**src/hdl/fsll_pkg.sv**
```systemverilog
// fsll_pkg: shared types and constants of the four-sensor light log-likelihood block
// used by fsll_lane, fsll_merge and the top level four_sensor_light_log_likelihood
// no dependencies
package fsll_pkg;

    // number of sensors, one lane each
    localparam int NUM_LANES = 4;

    // fixed-point constants
    localparam logic [23:0] MU_MAX      = 24'hFFFFFF;
    localparam logic [23:0] UNIT_GAIN   = 24'h010000;
    localparam int          C_SQRT_Q16  = 1311;
    localparam int          C_LIN_Q16   = 3932;
    localparam logic [31:0] LN2_Q32     = 32'd2977044472;
    localparam int          LOG_CONST   = 303185;
    localparam logic [25:0] Z_CLAMP     = 26'h2000000;

    // lane pipeline segments
    localparam int FRONT_STAGES = 4;
    localparam int MU_DIV_STEPS = 24;
    localparam int SQRT_STEPS   = 16;
    localparam int Z_DIV_STEPS  = 26;
    localparam int LOG_STEPS    = 16;
    localparam int LANE_DEPTH   = FRONT_STAGES + MU_DIV_STEPS + 1 + SQRT_STEPS + 1 + 1
                                + Z_DIV_STEPS + 2;
    // lane stages plus the merge stage
    localparam int PIPE_DEPTH   = LANE_DEPTH + 1;

    // configuration register indexes
    typedef enum logic [2:0] {
        CFG_GAIN_SECOND    = 3'd0,
        CFG_GAIN_THIRD     = 3'd1,
        CFG_GAIN_FOURTH    = 3'd2,
        CFG_PLANE_DISTANCE = 3'd3,
        CFG_SENSOR_XS      = 3'd4,
        CFG_SENSOR_YS      = 3'd5
    } cfg_index_t;

    // per-sensor result handed from a lane to the merge stage
    typedef struct packed {
        logic signed [35:0] term;
        logic               degen;
    } fsll_term_t;

endpackage

```
**src/hdl/fsll_merge.sv**
```systemverilog
// fsll_merge: sums the four lane terms and saturates to Q16.16
// depends on fsll_pkg
module fsll_merge (
    input  logic                 aclk,
    input  logic                 en,
    input  fsll_pkg::fsll_term_t terms [fsll_pkg::NUM_LANES],
    output logic signed [31:0]   log_likelihood,
    output logic                 degenerate
);
    import fsll_pkg::*;

    logic signed [37:0] sum;
    logic               any_degen;
    logic signed [37:0] sum_reg;
    logic               degen_reg;

    // exact sum of the lane terms
    always_comb begin
        sum       = '0;
        any_degen = 1'b0;
        for (int l = 0; l < NUM_LANES; l++) begin
            sum       = sum + 38'(terms[l].term);
            any_degen = any_degen | terms[l].degen;
        end
    end

    always_ff @(posedge aclk) begin
        if (en) begin
            sum_reg   <= sum;
            degen_reg <= any_degen;
        end
    end

    // saturation, degenerate forces the minimum
    always_comb begin
        if (degen_reg || sum_reg < -38'sd2147483648) begin
            log_likelihood = 32'sh80000000;
        end else if (sum_reg > 38'sd2147483647) begin
            log_likelihood = 32'sh7FFFFFFF;
        end else begin
            log_likelihood = sum_reg[31:0];
        end
    end
    assign degenerate = degen_reg;

endmodule
```
**config.mk**
```make
export PLATFORM = sky130hd
export DESIGN_NAME = fsll_merge
export DESIGN_NICKNAME = d
export VERILOG_FILES = /design/src/hdl/fsll_pkg.sv /design/src/hdl/fsll_merge.sv
export SDC_FILE = /design/constraint.sdc
export NUM_CORES = 1
export LEC_CHECK = 0
export ABC_AREA = 0
export BUFFER_PORTS_ARGS = -buffer_cell sky130_fd_sc_hd__buf_2
export CAP_MARGIN = 15
export CELL_PAD_IN_SITES_DETAIL_PLACEMENT = 0
export CELL_PAD_IN_SITES_GLOBAL_PLACEMENT = 1
export CORE_MARGIN = 5
export CORE_UTILIZATION = 42
export CTS_CLUSTER_SIZE = 14
export DETAILED_ROUTE_END_ITERATION = 12
export PLACE_DENSITY = 0.89
export SETUP_SLACK_MARGIN = 0.4
export SLEW_MARGIN = 20
export SYNTH_ARGS = -nofsm -noshare
export SYNTH_HDL_FRONTEND = slang
export SYNTH_SLANG_ARGS = --single-unit
```
**constraint.sdc**
```tcl
create_clock -name aclk -period 6.5 [get_ports aclk]
set_clock_uncertainty 0.15 [all_clocks]
set_input_delay 0.325 -clock aclk [delete_from_list [all_inputs] [get_ports aclk]]
set_output_delay 0.325 -clock aclk [all_outputs]
set_load 0.005 [all_outputs]
```
After elaboration in Yosys (flattened, before gate mapping)
Index checks and enable logic that the tools add are counted.

Flip-flop bits (word level): 39. Input port bits: 150. Output and inout bits: 33. Logic and storage cells: 13.

Add/sub/neg operators: 3. $lt $le $gt $ge: 2. Multiplexer cells: 2. Bitwise operators: 3. Reduce and logical (&&, ||, !) cells: 1.

Operator list (count): $mux 32 (2); $add 37x36->38 (1); $add 38x36->38 (1); $gt 38x32->1 const B (1); $lt 38x32->1 const B (1); $add 36x36->37 (1); $or 1x1->1 (3); $logic_or 1x1->1 (1).

Longest topological paths before layout
Gate-level depths: netlist of run 1.

Depth in word-level cells: 3. Depth in mapped cells: 15. Mapped depth without buffers: 15.

Worst setup path before layout of run 1
OpenSTA, ideal clock, no wires.

Path kind: input-to-reg. From: in terms[6] in the netlist's numbering. To: reg sum_reg[36], data pin. Library setup time: 266 ps. Data arrival time: 3197 ps. Required time: 6084 ps. Slack: 2888 ps. Cell stages on the path: 13. Buffers on the path: 0. Cells stage by stage: inv_1 -> fa_1 -> inv_1 -> fa_1 -> ha_1 -> a21o_1 -> a31oi_1 -> a21oi_2 -> a31oi_2 -> o21ai_2 -> a21oi_2 -> nor3_1 -> or3b_1.

Longest elaborated chain between the ends: 1.

Ends and longest elaborated chain: from (decl) (RTL line fsll_merge.sv:6) `input fsll_pkg::fsll_term_t terms [fsll_pkg::NUM_LANES],`; $add 38x36->38 (RTL line fsll_merge.sv:22) `sum = sum + 38'(terms[l].term);`; net sum[36] (RTL line fsll_merge.sv:12) `logic signed [37:0] sum;`; to (signal assigned) (RTL line fsll_merge.sv:29) `sum_reg <= sum;`; to (decl) (RTL line fsll_merge.sv:14) `logic signed [37:0] sum_reg;`.

The timed path passes the listed nets, and every way through them passes these cells. A chain may end at the register's enable or synchronous reset.

Worst setup path after layout of run 1
From: in terms[2] in the netlist's numbering. To: reg sum_reg[37], data pin.

The elaborated chain is that of the path after synthesis.

==> out/qor.txt, run 1 <==
Final setup fails - 0
DR DRC count - 0
Resize count post-CTS - 0
Syn-to-layout area delta - 21.8%
Crit-path max FO - 3
Final Hold Viols - 0
Post-Layout Inst Area - 7060 um2
Vias in the first global route - 5015
Crit path time final - 3720 ps
First-pass GRT wire length - 22.1 mm
Static Leak - 3.89 nW
Via count - 4878
Min Hold Slack - 160 ps
Post-Synth Adder-Cell Area - 0.332
Fmax - 269 MHz
Grt total ovfl - 0
Die ar. - 16300 um2
CTS buffer count - 5
Net Count, Synth - 950
CP cell instances - buf_2 -> inv_1 -> fa_1 -> fa_1 -> inv_1 -> ha_1 -> inv_1 -> fa_1 -> nor2b_1 -> o2111a_1 -> o21ai_0 -> a21oi_1 -> nor2_1 -> o221ai_1 -> o221a_2 -> xnor2_1
Total design power - 2.23 mW
Clock buffer depth - 2
Synth top area share - 0.252
Register area share after synthesis - 0.202
CORE AREA - 13700 um2
Placed Area - 6870 um2
Total track usage - 0.162
Prevailing post-synth register cell - edfxtp_1
Ys Warns - 0
Initial antenna violation count - 0
Power per cell area - 316 nW/um2
Slowest cell on the critical path - fa_1
Fin. max-slew vios - 0
Pre-antenna DRT Iters - 4
Final Util - 0.515
Max_slew headroom - 0.412
CTS Root Cell - clkbuf_16
Synth Area in XOR/XNOR - 0.0483
Post-synthesis simple-gate area fraction - 0.139
Largest family of logic cells by synthesized area - adder cells
Routability Congestion - 0.849
Synth top area cells - fa_1 25%, edfxtp_1 20%, inv_1 13%
Per-cell routed wire length - 12.4 um
Initial DRC Count - 343
# diodes - 0
Multiplexer share of the synthesized area - 0
DIE WIDTH - 127 um
Period utilization - 0.573
Synthesized instance count - 690
Final HPWL DP - 11.1 mm
Initial core utilization - 0.423
Cell accounting for the most synthesized area - fa_1
Worst vdd ir - 0.122 mV
Most instantiated cells after synthesis - 194 x inv_1, 88 x nor2_1, 73 x fa_1, 39 x edfxtp_1, 37 x ha_1
Syn Area/Cell - 8.40 um2
CP Launch Type - input pin
Cts hold-fix bufs - 0
Post-Route WL - 12.9 mm
Largest register FFs - 38
Crit Path Category - in2reg
I/O Buffers - 182
Pin count of the biggest net entering global routing - 40
Cell variety after synth - 56
Num ports - 183
Post CTS Setup Buffer Count - 0
Clk slew on worst S/H paths - 60 ps
Worst-margin pin slew - 881 ps
H-tree Lvls - 2
Delay of the slowest cell on the worst path - 580 ps
Top-count cell post-synth - inv_1
Fillers - 1346
Nets - 1120
Post-synth ARST share - 0
Fraction of layout cells with a size suffix above 1 - 0.242
Critical Path AT - 3600 ps
TritonCTS clock tree - built
Antenna-violating nets left - 0
Area of the multi-input gates - 3820 um2
Register Area - 1170 um2
Req. time, crit path - 6380 ps
Vias per cell - 4.69
Min-delay worst type - in2reg
Cell Rows - 43
Yosys reg bits - 39
Max Cap Viol - 0
RSZ-0062 raised after global routing - no
Mapped cell area - 5800 um2
Die Y - 127 um
Crit. End Element - flop
CTS sink count - 39
Post-synth EDFFs - 39
TNS Setup - 0 ps
Post-synthesis compound-gate area fraction - 0.139
Status - completed
==> cells by family (layout without fill, tap and decap cells) <==
| group | Yosys count | after routing |
|---|---|---|
| AND/OR/NAND/NOR | 177 | 177 |
| AO/OA/AOI/OAI | 117 | 117 |
| adder cells (fa/ha/maj) | 110 | 110 |
| flip-flops | 39 | 39 |
| buffers and inverters | 215 | 386 |
| XOR/XNOR | 32 | 32 |
==> cell type report <==
type                            count  share of cell area
Multi-Input combinational cell    436               0.541
Sequential cell                    39               0.166
Timing Repair Buffer              184               0.131
Inverter                          194               0.103
Tap cell                          180              0.0319
Clock buffer                        5              0.0177
Clock inverter                      3             0.00957
==> final timing paths <==
check	start	to	slack (ps)	cells after the start
min	terms[0]	degenerate	160	2
max	terms[2]	sum_reg[37]	2780	16
==> where the power goes <==
group | switching [mW] | internal (mW)
logic | 0.816 | 0.595
registers | 0.0408 | 0.463
clock network | 0.0952 | 0.220
total | 0.952 | 1.28
==> layout by cell type, fill, tap and decap left out, types with 2 or more instances in the layout <==
| cell | n |
|---|---|
| xor2_1 | 10 |
| or2_2 | 2 |
| buf_4 | 2 |
| nand4_1 | 5 |
| a211o_1 | 3 |
| a21oi_2 | 4 |
| bufinv_16 | 2 |
| fa_1 | 73 |
| o2111ai_1 | 2 |
| o21bai_1 | 3 |
| nand3_1 | 11 |
| a31oi_1 | 5 |
| nor3_1 | 8 |
| xnor2_1 | 22 |
| a21o_1 | 24 |
| o21a_1 | 2 |
| nand2b_1 | 4 |
| o21ai_0 | 17 |
| ha_1 | 37 |
| nor2b_1 | 4 |
| inv_1 | 194 |
| a211oi_1 | 2 |
| and3b_1 | 2 |
| a21oi_1 | 35 |
| edfxtp_1 | 39 |
| and2_1 | 4 |
| clkbuf_16 | 5 |
| nor2_1 | 88 |
| o221ai_1 | 3 |
| buf_2 | 182 |
| nand2_1 | 32 |
| and3_1 | 9 |
==> through the flow <==
stage	std cells	setup WS, ps
after floorplan	690	2890
after global placement	1033	2570
after detailed placement	1033	2530
after CTS	1041	2800
after global routing	1041	2500
final	1041	2780
==> worst max-delay path, delay by kind of cell <==
| family | cells | cell delay (ps) |
|---|---|---|
| AO/OA/AOI/OAI | 5 | 1150 |
| XOR/XNOR | 1 | 60 |
| adder cells (fa/ha/maj) | 4 | 1560 |
| buffers and inverters | 4 | 230 |
| AND/OR/NAND/NOR | 2 | 280 |
==> routing by layer <==
layer / track usage / wire length (um)
met1: 0.227 / 6000
met2: 0.267 / 5780
met4: 0.0240 / 42
met3: 0.0309 / 1050
met5: 0 / 0
(Power assumes the default switching activity.)
==> run 2, diff against run 1 <==
--- a/config.mk
+++ b/config.mk
@@ -5,16 +5,16 @@
 export SDC_FILE = /design/constraint.sdc
 export NUM_CORES = 1
 export LEC_CHECK = 0
-export ABC_AREA = 0
+export ABC_AREA = 1
 export BUFFER_PORTS_ARGS = -buffer_cell sky130_fd_sc_hd__buf_2
 export CAP_MARGIN = 15
 export CELL_PAD_IN_SITES_DETAIL_PLACEMENT = 0
 export CELL_PAD_IN_SITES_GLOBAL_PLACEMENT = 1
 export CORE_MARGIN = 5
-export CORE_UTILIZATION = 42
+export CORE_UTILIZATION = 38
 export CTS_CLUSTER_SIZE = 14
 export DETAILED_ROUTE_END_ITERATION = 12
-export PLACE_DENSITY = 0.89
+export PLACE_DENSITY = 0.83
 export SETUP_SLACK_MARGIN = 0.4
 export SLEW_MARGIN = 20
 export SYNTH_ARGS = -nofsm -noshare
==> constraint.sdc (replaced) <==
create_clock -name aclk -period 3.79 [get_ports aclk]
set_clock_uncertainty 0.15 [all_clocks]
set_input_delay 0.1895 -clock aclk [delete_from_list [all_inputs] [get_ports aclk]]
set_output_delay 0.1895 -clock aclk [all_outputs]
set_load 0.005 [all_outputs]
==> run 2 against run 1 <==
Against the previous run:
- setup slack lost 2100 ps
- via count rose by 13%
- synthesized cell count increased by 31%
- largest power group unchanged
==> out/qor.txt, run 2 <==
Layout Cells excl Fill - 1305
CP Launch Type - input pin
RSZ-0062 raised after global routing - no
Final HPWL DP - 13.8 mm
Combinational power share - 0.675
Mapped cell area - 6340 um2
Post-synth ARST share - 0
Post CTS Setup Buffer Count - 0
Clock buffer depth - 2
Fmax - 321 MHz
Antenna-violating nets left - 0
Req. time, crit path - 3670 ps
Initial core utilization - 0.385
Final Hold Viols - 0
Net Count, Synth - 1161
CTS buffer count - 5
Most instantiated cells after synthesis - 315 x inv_1, 202 x nand2_1, 73 x fa_1, 64 x a21oi_1, 45 x nor2_1
# diodes - 0
Ys Warns - 0
Switching Share - 0.484
Initial antenna violation count - 0
CTS Root Cell - clkbuf_16
Fillers - 1771
Crit. End Element - flop
Cell variety after synth - 32
Placed Area - 7500 um2
Vias per cell - 4.22
Clk slew on worst S/H paths - 60 ps
TNS Setup - 0 ps
Resize count post-CTS - 0
Cell Rows - 47
Pin count of the biggest net entering global routing - 40
Syn-to-layout area delta - 20.5%
Fin. max-slew vios - 0
Vias in the first global route - 5710
CORE AREA - 16500 um2
Max_slew headroom - 0.375
Total track usage - 0.159
Final setup fails - 0
Register area share after synthesis - 0.185
Post-synth EDFFs - 39
Cts hold-fix bufs - 0
I/O Buffers - 182
Most frequent cells in the layout - 315 x inv_1, 202 x nand2_1, 182 x buf_2
Syn Area/Cell - 7.03 um2
Post-Route WL - 15.0 mm
Synthesized instance count - 901
CTS sink count - 39
Die ar. - 19400 um2
Hold depth - 2
Static Leak - 4.64 nW
Max Cap Viol - 0
Largest register FFs - 38
Grt total ovfl - 0
Routability Congestion - 0.858
DR DRC count - 0
Via count - 5509
Synth top area share - 0.231
Status - completed
Critical Path AT - 3000 ps
Worst-margin pin slew - 938 ps
Pre-antenna DRT Iters - 4
Crit path time final - 3110 ps
Die Y - 139 um
H-tree Lvls - 2
Num ports - 183
Min-delay worst type - in2reg
Period utilization - 0.821
Clock share of power - 0.104
Prevailing post-synth register cell - edfxtp_1
Crit-path max FO - 4
Seq pwr share - 0.221
DIE WIDTH - 139 um
TritonCTS clock tree - built
Per-cell routed wire length - 11.5 um
Initial DRC Count - 208
Area of the multi-input gates - 3940 um2
Cell-internal power - 1.93 mW
Synth top area cells - fa_1 23%, inv_1 19%, edfxtp_1 18%
Yosys reg bits - 39
Cell accounting for the most synthesized area - fa_1
Net Switching - 1.80 mW
Worst vdd ir - 0.273 mV
Post-Layout Inst Area - 7640 um2
Commonest non-fill, non-tap cell in the layout - inv_1
First-pass GRT wire length - 26.1 mm
Nets - 1344
Register Area - 1170 um2
Crit Path Category - in2reg
Power per cell area - 489 nW/um2
Fraction of layout cells with a size suffix above 1 - 0.206
Top-count cell post-synth - inv_1
Placed cell count - 1297
[run 2: cells by family after synthesis]
| group | count (synthesis) | synth area share |
|---|---|---|
| xor gates and xnor gates | 20 | 0.0276 |
| adders and majority gates | 110 | 0.304 |
| DFF | 39 | 0.185 |
| AOI/OAI and AO/OA | 92 | 0.0778 |
| and+or+nand+nor | 315 | 0.213 |
| buffers and inverters | 325 | 0.193 |
[run 2: area by class of cell]
class / count / area share
clock inverter: 3 / 0.00197
tap: 220 / 0.0360
clock buffer: 5 / 0.0164
sequential: 39 / 0.153
multi-input combinational: 537 / 0.516
timing repair buffer: 182 / 0.119
inverter: 319 / 0.157
[run 2: worst paths after layout]
path	start	endpoint
setup / recovery	terms[2]	sum_reg[31]
hold / removal	terms[0]	degenerate
[run 2: per-stage QoR]
| step | hold slack, ps | utilization | setup WS [ps] | power [mW] |
|---|---|---|---|---|
| after floorplan | 152 | - | 761 | 2.61 |
| after global placement | 328 | 0.455 | 455 | 3.35 |
| after detailed placement | 325 | 0.455 | 395 | 3.37 |
| after CTS | 38.3 | 0.464 | 682 | 3.77 |
| after global routing | 54.0 | 0.464 | 415 | 4.18 |
| final | 33.3 | 0.464 | 677 | 3.73 |
[run 2: critical path, cell delays in order]
cell,delay [ps]
buf_2,70
inv_1,40
fa_1,560
fa_1,420
inv_1,70
ha_1,250
inv_1,80
fa_1,410
inv_1,120
nand3_1,100
o211ai_1,260
nand2_1,80
nand2_1,130
nand2_1,90
nand3_1,80
nand2_1,50
[run 2: metal layers]
layer  track usage  up-vias  routed length (um)
li1              -     2983                   -
met1         0.241     2389                7680
met2         0.251      130                6390
met3        0.0193        7                 851
met4        0.0175        0                  71
met5             0        -                   0
[run 2: power by group through the flow]
stage | clock [mW] | sequential (mW) | combinational [mW]
2_1_floorplan | 0 | 0.816 | 1.80
3_3_place_gp | 0 | 0.832 | 2.52
3_5_place_dp | 0 | 0.836 | 2.53
4_1_cts | 0.399 | 0.828 | 2.55
5_1_grt | 0.417 | 0.849 | 2.92
6_report | 0.388 | 0.825 | 2.52
